--- config.mk ---
export PLATFORM = sky130hd
export DESIGN_NAME = tep_regs
export DESIGN_NICKNAME = d
export VERILOG_FILES = /design/src/hdl/tep_pkg.sv /design/src/hdl/tep_regs.sv
export SDC_FILE = /design/constraint.sdc
export NUM_CORES = 1
export LEC_CHECK = 0
export BUFFER_PORTS_ARGS = -buffer_cell sky130_fd_sc_hd__buf_4
export CAP_MARGIN = 20
export CORE_MARGIN = 8
export CORE_UTILIZATION = 35
export DETAILED_ROUTE_END_ITERATION = 10
export SETUP_SLACK_MARGIN = 0.3
export SLEW_MARGIN = 10
export SYNTH_ARGS = -nofsm -noshare
export SYNTH_HDL_FRONTEND = slang
export SYNTH_SLANG_ARGS = --single-unit
--- constraint.sdc ---
create_clock -name clk -period 2.8 [get_ports clk]
set_input_delay 0.56 -clock clk [delete_from_list [all_inputs] [get_ports clk]]
set_output_delay 0.56 -clock clk [all_outputs]
set_load 0.02 [all_outputs]
--- src/hdl/tep_pkg.sv ---
// tep_pkg: shared types, constants and codes for the texture edge padding block
// used by every module under hdl; depends on nothing
package tep_pkg;

  localparam int MAX_WIDTH   = 128;
  localparam int MAX_HEIGHT  = 128;
  localparam int PIXEL_BITS  = 32;
  localparam int STORE_DEPTH = MAX_WIDTH * MAX_HEIGHT;
  localparam int ADDR_BITS   = $clog2(STORE_DEPTH);
  localparam int X_BITS      = $clog2(MAX_WIDTH);
  localparam int Y_BITS      = $clog2(MAX_HEIGHT);
  localparam int W_BITS      = $clog2(MAX_WIDTH + 1);
  localparam int H_BITS      = $clog2(MAX_HEIGHT + 1);

  localparam int INDEX_BITS  = 14;
  localparam int VALUE_BITS  = 32;
  localparam int REG_BITS    = 32;
  localparam int PASS_BITS   = 4;

  localparam logic [7:0]           WIDTH_RESET  = 8'd128;
  localparam logic [7:0]           HEIGHT_RESET = 8'd128;
  localparam logic [31:0]          ALPHA_RESET  = 32'h0000_00FF;
  localparam logic [PASS_BITS-1:0] PASSES_RESET = 4'd8;

  typedef enum logic [1:0] {
    CMD_LOAD  = 2'd0,
    CMD_START = 2'd1,
    CMD_READ  = 2'd2
  } cmd_code_t;

  typedef enum logic [1:0] {
    REG_WIDTH  = 2'd0,
    REG_HEIGHT = 2'd1,
    REG_ALPHA  = 2'd2,
    REG_PASSES = 2'd3
  } reg_index_t;

  localparam logic KIND_READ = 1'b0;
  localparam logic KIND_DONE = 1'b1;

  typedef enum logic [1:0] {
    DIR_E,
    DIR_W,
    DIR_S,
    DIR_N
  } dir_t;

  typedef enum logic [1:0] {
    BASE_HOLD,
    BASE_CLEAR,
    BASE_ADD_W,
    BASE_SUB_W
  } base_op_t;

  typedef struct packed {
    logic [W_BITS-1:0]     width;
    logic [H_BITS-1:0]     height;
    logic [PIXEL_BITS-1:0] keep;
    logic [PASS_BITS-1:0]  passes;
  } cfg_t;

  typedef struct packed {
    logic              load_we;
    logic              host_rd;
    logic              pad_rd;
    logic              pad_wr;
    logic              res_read;
    logic              res_done;
    dir_t              dir;
    base_op_t          base_op;
    logic [X_BITS-1:0] x;
  } dp_cmd_t;

endpackage

--- src/hdl/tep_regs.sv ---
// tep_regs: configuration registers and the clamped geometry and keep mask
// depends on tep_pkg
module tep_regs (
  input  logic                          clk,
  input  logic                          rst,
  input  logic                          write_enable,
  input  logic [1:0]                    reg_index,
  input  logic [tep_pkg::REG_BITS-1:0]  write_data,
  output tep_pkg::cfg_t                 cfg
);
  import tep_pkg::*;

  logic [7:0]           image_width;
  logic [7:0]           image_height;
  logic [31:0]          alpha_mask;
  logic [PASS_BITS-1:0] pass_count;

  always_ff @(posedge clk) begin
    if (rst) begin
      image_width  <= WIDTH_RESET;
      image_height <= HEIGHT_RESET;
      alpha_mask   <= ALPHA_RESET;
      pass_count   <= PASSES_RESET;
    end else if (write_enable) begin
      case (reg_index)
        REG_WIDTH:  image_width  <= write_data[7:0];
        REG_HEIGHT: image_height <= write_data[7:0];
        REG_ALPHA:  alpha_mask   <= write_data[31:0];
        REG_PASSES: pass_count   <= write_data[PASS_BITS-1:0];
        default: ;
      endcase
    end
  end

  always_comb begin
    cfg.width  = (int'(image_width) > MAX_WIDTH) ? W_BITS'(MAX_WIDTH) : W_BITS'(image_width);
    cfg.height = (int'(image_height) > MAX_HEIGHT) ? H_BITS'(MAX_HEIGHT)
                                                   : H_BITS'(image_height);
    cfg.keep   = ~alpha_mask[PIXEL_BITS-1:0];
    cfg.passes = pass_count;
  end

endmodule

**After elaboration in Yosys (flattened, before gate mapping)**

Cells that the tools add are included.

- Flip-flop bits (word level): 52
- Output and inout port bits: 52
- Logic and storage cells: 17

- Magnitude comparators: 2
- Eq/ne operators: 3
- Mux-type cells: 2
- Bitwise logic cells: 1
- Reductions and logical operators: 5

Operators by type and width:

| kind | count |
|---|---|
| NOT 32 bit | 1 |
| > comparator 8 bit (second input constant) | 2 |
| two-way mux 8 bit | 2 |
| AND reduction 2 bit | 4 |
| equality test 2 bit (second input constant) | 2 |
| equality test 2 x 1 -> 1 bit (second input constant) | 1 |
| logical NOT 2 bit | 1 |

**Depth between registers and ports, before layout**

- Word-level depth: 2
- Mapped depth: 5

**Least setup slack after synthesis**

Ideal clock, no wire load.

- Kind: input to register
- From: input reg_index[1]
- To: register image_width[7]
- Setup time: 0.123 ns
- Arrival: 1.180 ns
- Required time: 2.677 ns
- Setup slack: 1.497 ns
- Stages: 3
- Cell sequence: or3b_1 buf_6 mux2i_1

- Longest elaborated chain between the ends: 2

RTL lines:

| item | line | source |
|---|---|---|
| start, declared | tep_regs.sv:7 | `input logic [1:0] reg_index,` |
| logical NOT 2 bit | tep_regs.sv:25 | `case (reg_index)` |
| AND reduction 2 bit (no line) | -- |  |
| end signal, assigned | tep_regs.sv:26 | `REG_WIDTH: image_width <= write_data[7:0];` |
| end, declared | tep_regs.sv:13 | `logic [7:0] image_width;` |

No other way between the ends.
A chain may end at the register's enable or synchronous reset.

==> impl_metrics.tcl <==
set metrics [dict create \
    status "finished, final reports clean" \
    grtUsageMet1 0.128 \
    worst-r2r-setup-slack_ns 1.95 \
    syn2layout_area_growth_pct 30.9 \
    met3_usage 0.0588 \
    cts_num_sinks 52 \
    grt_max_degree 92 \
    fp-row-count 30 \
    finClkSkew_ns 0 \
    cp.required_ns 2.24 \
    final-seq-area_sq_um 1040 \
    dp_hpwl_microns 4030 \
    routed_wl_microns 5530 \
    grt_first_pass_wirelength_microns 9180 \
    avgSynthCellArea_sq_um 9.36 \
    clkTransAtPathRegs_ns 0.10 \
    vias 1857 \
    slowest_stage "dfxtp_1" \
    whs_ns 0.474 \
    hold_depth 2 \
    finalPower_w 0.00151 \
    drt_iter0_drc 88 \
    clockRootBuffer "clkbuf_8" \
    cp_data_arrival_time_ns 1.16 \
    wl_per_cell_microns 12.6 \
    drc 0 \
    fillCellCount 697 \
    synthAdderAreaFrac 0 \
    cts_buffer_depth 2 \
    fin_area_sq_um 3250 \
    gr-usage-met2 0.178 \
    critPathLaunchType "register" \
    relSlewSlack 0.554 \
    critical_path_depth 2 \
    r2r-end "image_width[7]$_SDFFE_PP1P_" \
    crit_end "cfg[45]" \
    fin_crit_ns 1.72 \
    initial_core_util 0.363 \
    cpLargestDelayFamily "flip-flops" \
    cts_tree "done" \
    cts_resized 0 \
    grt_pass1_vias 1995 \
    clock.fmax_mhz 583 \
    fin_tns_setup_ns 0 \
    drtAntennaViolNets 0 \
    vias_per_cell 4.22 \
    postCtsHoldBufs 0 \
    yosys.area_share.simple 0.267 \
    synth_top_family_by_area "simple AND/OR/NAND/NOR gates" \
    core_sq_um 6830 \
    multiInputGateArea_sq_um 1180 \
    finalHoldViolations 0 \
    synth-seq-cells 52 \
    place.gp.congestion 0.685 \
    track_usage 0.112 \
    crit_path_max_incr_delay_ns 0.56 \
    antenna_found_initial 0 \
    worstPathMaxFanout 9 \
    syn-num-nets 302 \
    hold_path_class "register to register" \
    synthXorXnorAreaFrac 0 \
    clkLatencyLatePin_ns 0.30 \
    drive_gt1_frac 0.291 \
    synthDistinctLibCells 16 \
    busiest_layer "met2" \
    dieWidth_microns 100 \
    setup_viol 0 \
    synth.mux.area_fraction 0.210 \
    rr_startpoint "image_width[7]$_SDFFE_PP1P_" \
    cellPowerDensity_nw_per_um2 465 \
    h-tree-depth 2 \
    critPathKind "register to output pin" \
    overflow 0 \
    rsz0062_at_grt "no" \
    crit_start "image_width[7]$_SDFFE_PP1P_" \
    path_cells "nor2b_1 -> buf_4" \
    maxCapViolCount 0 \
    portBuffers 88 \
    post_synth_instance_area_sq_um 2480 \
    reg2regPathDepth 2 \
    synth_warnings 0 \
    maxSlewViolCount 0 \
    irDropWorstVdd_uv 230 \
    placed_cell_area_sq_um 3130 \
    tightest_slew_ns 0.670 \
    nets 380 \
    io_pins 89 \
    dr.pass1.iters 4 \
    p_leak_nw 1.42 \
    die_h_microns 100 \
    cp-end-kind "output pin" \
    yosysSeqAreaShare 0.420 \
    cts_made_buffers 5 \
    syn_inst 265 \
    diodes 0 \
    finalCritPeriodShare 0.613 \
    synth_compound_area_frac 0 \
    design.die.area_sq_um 10000 \
    cts_setup_buffers 0 \
    worst-path-buf-inv 1 \
]
[Yosys cell counts]
library cell / count / area share
buf_2: 5 / 0.010
and3b_2: 1 / 0.0040
clkbuf_1: 8 / 0.012
nor2b_1: 14 / 0.035
nand2b_1: 72 / 0.18
and3b_1: 1 / 0.0035
or3b_1: 1 / 0.0035
nand3_1: 1 / 0.0020
buf_6: 2 / 0.0091
dfxtp_1: 52 / 0.42
nand3b_1: 1 / 0.0030
mux2i_1: 52 / 0.21
nor2_1: 19 / 0.029
buf_12: 3 / 0.024
nor3b_2: 1 / 0.0050
inv_1: 32 / 0.048
[how the worst min path moves through the flow]
stage                                 start                            to  slack, ns
3_5_place_dp    image_width[6]$_SDFFE_PP0P_   image_width[6]$_SDFFE_PP0P_       0.46
6_report        alpha_mask[11]$_SDFFE_PP0P_   alpha_mask[11]$_SDFFE_PP0P_       0.47
3_3_place_gp    image_width[6]$_SDFFE_PP0P_   image_width[6]$_SDFFE_PP0P_       0.45
5_1_grt         image_width[5]$_SDFFE_PP0P_   image_width[5]$_SDFFE_PP0P_       0.50
4_1_cts         alpha_mask[14]$_SDFFE_PP0P_   alpha_mask[14]$_SDFFE_PP0P_       0.48
2_1_floorplan  image_height[4]$_SDFFE_PP0P_  image_height[4]$_SDFFE_PP0P_       0.44
[where the power goes]
part	internal [W]	switching (W)
Sequential	0.000765	0.0000153
Clock	0.000269	0.000256
Combinational	0.000107	0.0000957
[per-stage QoR]
step	cells	utilization	worst slack, ns
2_1_floorplan	265	-	1.50
3_3_place_gp	432	0.459	1.10
3_5_place_dp	432	0.459	1.06
4_1_cts	440	0.475	1.05
5_1_grt	440	0.475	0.996
6_report	440	0.475	1.08
[logic make-up after synthesis]
kind of cell / Yosys count
mux: 52
flops: 52
buf+inv: 50
simple gates: 111
[cell type report]
class                      instances  share of cell area
inverter                          32              0.0370
sequential                        52               0.320
multi-input combinational        163               0.364
tap                               96              0.0370
timing repair buffer              89               0.206
clock inverter                     3              0.0143
clock buffer                       5              0.0212
[placed cells by master (no fill, tap or decap), drive strengths merged]
cell	instances
nand3	1
clkinvlp	1
nand2b	72
bufinv	1
nor2b	14
dfxtp	52
nor2	19
and3b	2
inv	33
buf	89
nor3b	1
or3b	1
clkbuf	5
nand3b	1
mux2i	52
[tightest hold or removal path: cells and delay by family, from the launching register on]
family           cells  cell delay, ns
muxes                1            0.05
DFF                  1            0.32
and+or+nand+nor      1            0.06
[flip-flops by register name, summed over array words and instances (netlist names)]
| signal | flops |
|---|---|
| alpha_mask | 32 |
| pass_count | 4 |
| image_height | 8 |
| image_width | 8 |
[metal layers]
metal	wire length, microns	share of wire
met5	0	0
met4	53	0.0096
met3	596	0.11
met2	2410	0.43
met1	2470	0.45
(Power assumes the default switching activity.)
