$ cat src/hdl/tep_pkg.sv
// tep_pkg: shared types, constants and codes for the texture edge padding block
// used by every module under hdl; depends on nothing
package tep_pkg;

  localparam int MAX_WIDTH   = 128;
  localparam int MAX_HEIGHT  = 128;
  localparam int PIXEL_BITS  = 32;
  localparam int STORE_DEPTH = MAX_WIDTH * MAX_HEIGHT;
  localparam int ADDR_BITS   = $clog2(STORE_DEPTH);
  localparam int X_BITS      = $clog2(MAX_WIDTH);
  localparam int Y_BITS      = $clog2(MAX_HEIGHT);
  localparam int W_BITS      = $clog2(MAX_WIDTH + 1);
  localparam int H_BITS      = $clog2(MAX_HEIGHT + 1);

  localparam int INDEX_BITS  = 14;
  localparam int VALUE_BITS  = 32;
  localparam int REG_BITS    = 32;
  localparam int PASS_BITS   = 4;

  localparam logic [7:0]           WIDTH_RESET  = 8'd128;
  localparam logic [7:0]           HEIGHT_RESET = 8'd128;
  localparam logic [31:0]          ALPHA_RESET  = 32'h0000_00FF;
  localparam logic [PASS_BITS-1:0] PASSES_RESET = 4'd8;

  typedef enum logic [1:0] {
    CMD_LOAD  = 2'd0,
    CMD_START = 2'd1,
    CMD_READ  = 2'd2
  } cmd_code_t;

  typedef enum logic [1:0] {
    REG_WIDTH  = 2'd0,
    REG_HEIGHT = 2'd1,
    REG_ALPHA  = 2'd2,
    REG_PASSES = 2'd3
  } reg_index_t;

  localparam logic KIND_READ = 1'b0;
  localparam logic KIND_DONE = 1'b1;

  typedef enum logic [1:0] {
    DIR_E,
    DIR_W,
    DIR_S,
    DIR_N
  } dir_t;

  typedef enum logic [1:0] {
    BASE_HOLD,
    BASE_CLEAR,
    BASE_ADD_W,
    BASE_SUB_W
  } base_op_t;

  typedef struct packed {
    logic [W_BITS-1:0]     width;
    logic [H_BITS-1:0]     height;
    logic [PIXEL_BITS-1:0] keep;
    logic [PASS_BITS-1:0]  passes;
  } cfg_t;

  typedef struct packed {
    logic              load_we;
    logic              host_rd;
    logic              pad_rd;
    logic              pad_wr;
    logic              res_read;
    logic              res_done;
    dir_t              dir;
    base_op_t          base_op;
    logic [X_BITS-1:0] x;
  } dp_cmd_t;

endpackage

$ cat src/hdl/tep_ctrl.sv
// tep_ctrl: command decode and the sweep sequencer for padding passes
// depends on tep_pkg; drives tep_dp through dp_cmd_t
module tep_ctrl (
  input  logic             clk,
  input  logic             rst,
  input  logic             start,
  input  logic [1:0]       command,
  input  tep_pkg::cfg_t    cfg,
  output logic             busy,
  output tep_pkg::dp_cmd_t cmd
);
  import tep_pkg::*;

  typedef enum logic [1:0] {
    ST_IDLE,
    ST_RD,
    ST_WR
  } state_t;

  state_t               state, state_next;
  dir_t                 dir, dir_next;
  logic [X_BITS-1:0]    x, x_next;
  logic [Y_BITS-1:0]    y, y_next;
  logic [PASS_BITS-1:0] pass, pass_next;

  logic     accept;
  logic     w2, h2, no_work, pass_end, res_done;
  base_op_t base_op;
  dir_t     first_dir;

  always_comb begin
    accept    = start && !busy;
    w2        = cfg.width >= W_BITS'(2);
    h2        = cfg.height >= H_BITS'(2);
    no_work   = (cfg.passes == '0) || (cfg.width == '0) || (cfg.height == '0) || (!w2 && !h2);
    first_dir = w2 ? DIR_E : DIR_S;

    state_next = state;
    dir_next   = dir;
    x_next     = x;
    y_next     = y;
    pass_next  = pass;
    base_op    = BASE_HOLD;
    res_done   = 1'b0;
    pass_end   = 1'b0;

    case (state)
      ST_IDLE: begin
        if (accept && command == CMD_START) begin
          if (no_work) begin
            res_done = 1'b1;
          end else begin
            state_next = ST_RD;
            pass_next  = '0;
            x_next     = '0;
            y_next     = '0;
            dir_next   = first_dir;
            base_op    = BASE_CLEAR;
          end
        end
      end
      ST_RD: begin
        state_next = ST_WR;
      end
      ST_WR: begin
        state_next = ST_RD;
        case (dir)
          DIR_E: begin
            if (W_BITS'(x) == cfg.width - W_BITS'(2)) begin
              dir_next = DIR_W;
              x_next   = X_BITS'(cfg.width - W_BITS'(1));
            end else begin
              x_next = x + X_BITS'(1);
            end
          end
          DIR_W: begin
            if (x == X_BITS'(1)) begin
              if (H_BITS'(y) == cfg.height - H_BITS'(1)) begin
                if (h2) begin
                  dir_next = DIR_S;
                  x_next   = '0;
                  y_next   = '0;
                  base_op  = BASE_CLEAR;
                end else begin
                  pass_end = 1'b1;
                end
              end else begin
                dir_next = DIR_E;
                x_next   = '0;
                y_next   = y + Y_BITS'(1);
                base_op  = BASE_ADD_W;
              end
            end else begin
              x_next = x - X_BITS'(1);
            end
          end
          DIR_S: begin
            if (H_BITS'(y) == cfg.height - H_BITS'(2)) begin
              dir_next = DIR_N;
            end
            y_next  = y + Y_BITS'(1);
            base_op = BASE_ADD_W;
          end
          DIR_N: begin
            if (y == Y_BITS'(1)) begin
              if (W_BITS'(x) == cfg.width - W_BITS'(1)) begin
                pass_end = 1'b1;
              end else begin
                dir_next = DIR_S;
                x_next   = x + X_BITS'(1);
                y_next   = '0;
                base_op  = BASE_SUB_W;
              end
            end else begin
              y_next  = y - Y_BITS'(1);
              base_op = BASE_SUB_W;
            end
          end
          default: ;
        endcase
        if (pass_end) begin
          if (pass == cfg.passes - PASS_BITS'(1)) begin
            state_next = ST_IDLE;
            res_done   = 1'b1;
          end else begin
            pass_next = pass + PASS_BITS'(1);
            x_next    = '0;
            y_next    = '0;
            dir_next  = first_dir;
            base_op   = BASE_CLEAR;
          end
        end
      end
      default: begin
        state_next = ST_IDLE;
      end
    endcase

    cmd.load_we  = accept && command == CMD_LOAD;
    cmd.host_rd  = accept && command == CMD_READ;
    cmd.res_read = accept && command == CMD_READ;
    cmd.res_done = res_done;
    cmd.pad_rd   = state == ST_RD;
    cmd.pad_wr   = state == ST_WR;
    cmd.dir      = dir;
    cmd.base_op  = base_op;
    cmd.x        = x;
  end

  always_ff @(posedge clk) begin
    if (rst) begin
      state <= ST_IDLE;
      busy  <= 1'b0;
      dir   <= DIR_E;
      x     <= '0;
      y     <= '0;
      pass  <= '0;
    end else begin
      state <= state_next;
      busy  <= state_next != ST_IDLE;
      dir   <= dir_next;
      x     <= x_next;
      y     <= y_next;
      pass  <= pass_next;
    end
  end

endmodule

$ cat config.mk
export PLATFORM = sky130hd
export DESIGN_NAME = tep_ctrl
export DESIGN_NICKNAME = d
export VERILOG_FILES = /design/src/hdl/tep_pkg.sv /design/src/hdl/tep_ctrl.sv
export SDC_FILE = /design/constraint.sdc
export NUM_CORES = 1
export LEC_CHECK = 0
export ABC_AREA = 1
export ABC_CLOCK_PERIOD_IN_PS = 2400
export BUFFER_PORTS_ARGS = -buffer_cell sky130_fd_sc_hd__buf_4
export CAP_MARGIN = 20
export CORE_ASPECT_RATIO = 1.75
export CORE_MARGIN = 2
export CORE_UTILIZATION = 37
export DETAILED_ROUTE_END_ITERATION = 10
export SKIP_CTS_REPAIR_TIMING = 1
export SLEW_MARGIN = 20
export SYNTH_ARGS = -nofsm -noshare
export SYNTH_HDL_FRONTEND = slang
export SYNTH_SLANG_ARGS = --single-unit
$ cat constraint.sdc
create_clock -name clk -period 2.4 [get_ports clk]
set_clock_uncertainty 0.05 [all_clocks]
set_input_delay 0.24 -clock clk [delete_from_list [all_inputs] [get_ports clk]]
set_output_delay 0.24 -clock clk [all_outputs]
set_load 0.01 [all_outputs]
After elaboration in Yosys (flattened, before gate mapping):

Cells that the tools add are included.

* register bits: 23
* latch bits: 0
* memory bits (writable): 0
* bits in read-only memories: 0
* bits of input ports: 57
* output and inout bits: 18
* word-level logic and storage cells: 125
* memories kept: 0

* add/sub/neg operators: 10
* multiply operators: 0
* div/mod/pow operators: 0
* $lt $le $gt $ge: 2
* equal/unequal tests: 18
* shift-type cells: 0
* muxes and demuxes: 68
* bitwise operators: 0
* reductions and logical operators: 21

Operators with widths (number)
* two-way mux 7 bit: 17
* one-hot mux 7 bit (3 select lines): 2
* two-way mux 2 bit: 20
* equality test 7 x 8 -> 1 bit: 4
* one-hot mux 7 bit (2 select lines): 2
* greater-or-equal comparator 8 x 2 -> 1 bit (second input constant): 2
* zero test 8 bit: 2
* two-way mux 4 bit: 4
* subtractor 8 x 1 -> 8 bit (second input constant): 2
* subtractor 8 x 2 -> 8 bit (second input constant): 2
* two-way mux 1 bit: 15
* adder 7 x 1 -> 7 bit (second input constant): 2
* equality test 7 x 1 -> 1 bit (second input constant): 2
* subtractor 7 x 1 -> 7 bit (second input constant): 2
* one-hot mux 2 bit (3 select lines): 2
* equality test 2 bit (second input constant): 4
* one-hot mux 2 bit (2 select lines): 2
* one-hot mux 2 bit (4 select lines): 1
* one-hot mux 4 bit (2 select lines): 1
* equality test 2 x 1 -> 1 bit (second input constant): 3
* zero test 2 bit: 3
* inequality test 2 bit (second input constant): 3
* logical AND 1 bit: 5
* AND reduction 5 bit: 1
* 10 further kinds: 16

Logic depth before layout (Yosys ltp):

* depth after elaboration: 9
* gate-level depth with buffers: 19
* mapped depth without buffers: 18

Least setup slack after synthesis:

No wires, ideal clock.

* path kind: register to output
* start: register x[2]
* end: output cmd[7] (netlist bit)
* arrival: 1.684 ns
* data required time: 2.110 ns
* slack: 0.426 ns
* cell stages (with the launch flop): 11
* buffers on the path: 1
* cell sequence: dfxtp_1 > buf_6 > clkinv_4 > nand2_1 > nor3_2 > nand3_2 > inv_1 > nand2_1 > nor2_1 > nand2_1 > a41oi_1

RTL lines
* start, declared: RTL line tep_ctrl.sv:22 `logic [X_BITS-1:0] x, x_next;`
* start signal, assigned: RTL line tep_ctrl.sv:162 `x <= x_next;`
* end, declared: RTL line tep_ctrl.sv:10 `output tep_pkg::dp_cmd_t cmd`

==> flow_summary_export.csv <==
group,metric,value,unit
grt,antenna_found_initial,0,
grt,overflow,0,
timing,fin_setup_tns,0,ps
synth,syn_area,3380,µm²
placed_design,place_ws,29.2,ps
finish,drive_gt1_share,25.0,%
drt,route.detailed.drc,0,
drt,dr.pass1.iters,7,
clock_tree,cts_inserted_buffers,3,
placed_design,io_buffer_count,42,
grt,track_usage,22.5,%
timing,setup_viol,0,
worst_setup_path,cpPeakStageDelay,340,ps
synth,syn_inst,585,
worst_setup_path,path_common_cell,"nand2_1",
worst_setup_path,endpoint,"cmd[7]",
worst_setup_path,cp_max_fo,7,
floorplanning,die_area,9940,µm²
floorplanning,start_util,37.6,%
power,ir_worst_vdd,0.224,mV
clock_tree,clk_pin_slew_worst_paths,70,ps
synth,synthArstFlopShare,0,%
clock_tree,clk_latency,270,ps
power,netSwitchingFraction,34.4,%
synth,synthTopCellsByArea,"nand2_1, dfxtp_1, nand3_1",
floorplanning,fp-row-count,46,
floorplanning,pin_count,75,
power,power.density,274,nW/µm²
clock_tree,cts_tree,"yes",
min_path,hp-class,"in -> reg",
run,maxCapViolations,0,
placed_design,gp_routability_congestion,0.971,
synth,ys_top_cells_by_count,"nand2_1, inv_1, nor2_1",
worst_setup_path,critPathSlowestCell,"dfxtp_1",
synth,ys.flop_type,"dfxtp_1",
power,p_int,754,µW
timing,worst_pin_slew,506,ps
synth,synth_area_per_cell,5.78,µm²
synth,synth.net_count,657,
clock_tree,cts-htree-levels,1,
worst_setup_path,startpoint_type,"register",
timing,period_share,96.8,%
power,switchingPower,396,µW
timing,rsz0062_at_grt,"yes",
drt,routed_wl,11500,µm
power,p_leak,0.00204,µW
timing,slew-limit-headroom,66.2,%
grt,grt_pass1_wl,17800,µm
synth,synth-edff-count,0,
floorplanning,coreArea,8980,µm²
synth,synth-warning-count,0,
timing,slew_violations,0,
drt,drt-initial-drc-count,229,
worst_setup_path,timing.rr.start,"y[0]$_SDFFE_PP0P_",
drt,wl_per_cell,14.8,µm
timing,fin_crit,2320,ps
worst_setup_path,r2r_cells,14,
finish,fill_cells,992,
worst_setup_path,worst-path-stages,10,
drt,via_count,4013,
worst_setup_path,critical_path_buf_inv_count,3,
synth,synth.top_cell.area_share,17.4,%
synth,ys_ff_latch,23,
worst_setup_path,crit_path_end_kind,"output pin",
finish,num_antenna_cells,0,
worst_setup_path,required,2110,ps
worst_setup_path,crit_path_cell_trace,"clkinv_4 -> nand2_1 -> nor3_4 -> nand3_2 -> inv_2 -> nand2_2 -> nor2_4 -> nand2_1 -> a41oi_2 -> buf_4",
finish,num-nets-final,726,
clock_tree,cts_root_buf,"clkbuf_16",
synth,synth_top_cell_by_area,"nand2_1",
timing,max_freq,430,MHz
worst_setup_path,worstSetupPathType,"reg -> out",
worst_setup_path,arrival,2030,ps
grt,grt_pass1_vias,3807,
power,seq_power_share,34.2,%
finish,syn2layout_area_growth,24.1,%
worst_setup_path,cp-startpoint,"x[2]$_SDFFE_PP0P_",
synth,ys_seq_area_share,13.6,%
clock_tree,cts_sinks,23,
worst_setup_path,rr_endpoint,"y[2]$_SDFFE_PP0P_",
placed_design,hpwl,9190,µm
worst_setup_path,regToRegSetupSlack,280,ps
floorplanning,die_y,130,µm
grt,grt_max_degree,16,
synth,yosysMostFrequentCell,"nand2_1",
timing,hold_viol,0,
power,p_comb_share,31.5,%
floorplanning,die_w,76.2,µm
worst_setup_path,crit_family,"simple AND/OR/NAND/NOR gates",
timing,fin_ws,76.1,ps
power,p_clk_share,34.3,%
drt,drtAntennaViolNets,0,
synth,yosysUniqueCellTypes,37,
drt,vias_per_cell,5.19,
clock_tree,clockBufferDepth,2,
outcome,outcome,"complete, no violations",
## metrics by stage
step	total power (µW)	area (µm²)	hold WS (ps)	cells	utilization (%)
4_1_cts	1150	4080	183	769	45.5
3_5_place_dp	758	4000	452	765	44.6
5_1_grt	1210	4190	195	773	46.7
3_3_place_gp	752	4000	443	765	44.6
6_report	1150	4190	185	773	46.7
2_1_floorplan	623	3380	426	585	-
## power by group through the flow
| stage | registers [µW] | logic [µW] | clock network [µW] |
|---|---|---|---|
| after CTS | 397 | 354 | 397 |
| after floorplan | 405 | 218 | 0 |
| final | 394 | 362 | 395 |
| after detailed placement | 406 | 352 | 0 |
| after global routing | 395 | 402 | 410 |
| after global placement | 406 | 347 | 0 |
## sequential cells by signal, summed over array words and instances, names as in the netlist
name and cells:
busy 1, dir 2, pass 4, state 2
x 7, y 7
## cell families after synthesis
family | share of synthesized area (%)
simple gates | 47.3
buf+inv | 12.6
compound gates | 11.9
xor+xnor | 9.07
flops | 13.6
fa+ha+maj | 5.55
## per-layer routing
metal | GRT usage (%) | vias to the layer above | wire length [µm]
met3 | 1.37 | 44 | 278
met2 | 45.8 | 109 | 6330
li1 | - | 2018 | -
met5 | 0 | - | 0
met4 | 14.4 | 0 | 665
met1 | 21.6 | 1842 | 4190
## cell type report
class / instances / area (µm²) / share of cell area [%]
Clock buffer: 3 / 75.1 / 1.79
Clock inverter: 1 / 5.00 / 0.119
Inverter: 77 / 295 / 7.04
Multi-Input combinational cell: 465 / 2560 / 61.0
Sequential cell: 23 / 478 / 11.4
Tap cell: 120 / 150 / 3.58
Timing Repair Buffer: 84 / 631 / 15.0
## worst register-to-register path, delay by kind of cell (launching register included)
| family | cells | cell delay (ps) |
|---|---|---|
| flops | 1 | 350 |
| compound gates | 1 | 120 |
| buf+inv | 2 | 330 |
| simple gates | 11 | 1210 |
## worst min path at each step
stage,slack (ps),to,cells after the start,start
after global placement,440,pass[3]$_SDFFE_PP0P_,2,pass[3]$_SDFFE_PP0P_
after CTS,180,x[6]$_SDFFE_PP0P_,2,rst
after floorplan,430,pass[3]$_SDFFE_PP0P_,2,pass[3]$_SDFFE_PP0P_
after detailed placement,450,pass[3]$_SDFFE_PP0P_,2,pass[3]$_SDFFE_PP0P_
after global routing,190,x[6]$_SDFFE_PP0P_,2,rst
final,190,x[6]$_SDFFE_PP0P_,2,rst
## cell usage in the layout (no fill, tap or decap), types with 2 or more instances in the layout
cell and n:
a21oi_1 16, clkbuf_16 3, dfxtp_1 15, inv_1 63
nand3_2 5, nor3_2 2, o211ai_1 4, xnor2_1 12
a21oi_2 8, xor2_1 22, o21ai_2 3, nor3_1 13
inv_2 11, ha_1 12, dfxtp_2 5, dfxtp_4 3
ha_2 3, nor2_2 6, o21ai_0 24, clkinv_2 2
nor4_1 2, nor2_1 62, nand2_2 13, nand2_4 4
o21ai_1 8, nand2_1 156, buf_4 84, nand3b_1 3
nand4_1 15, o21bai_1 2, nand3_1 58, nor2_4 5
No activity file was read; power rests on OpenSTA's default activity.
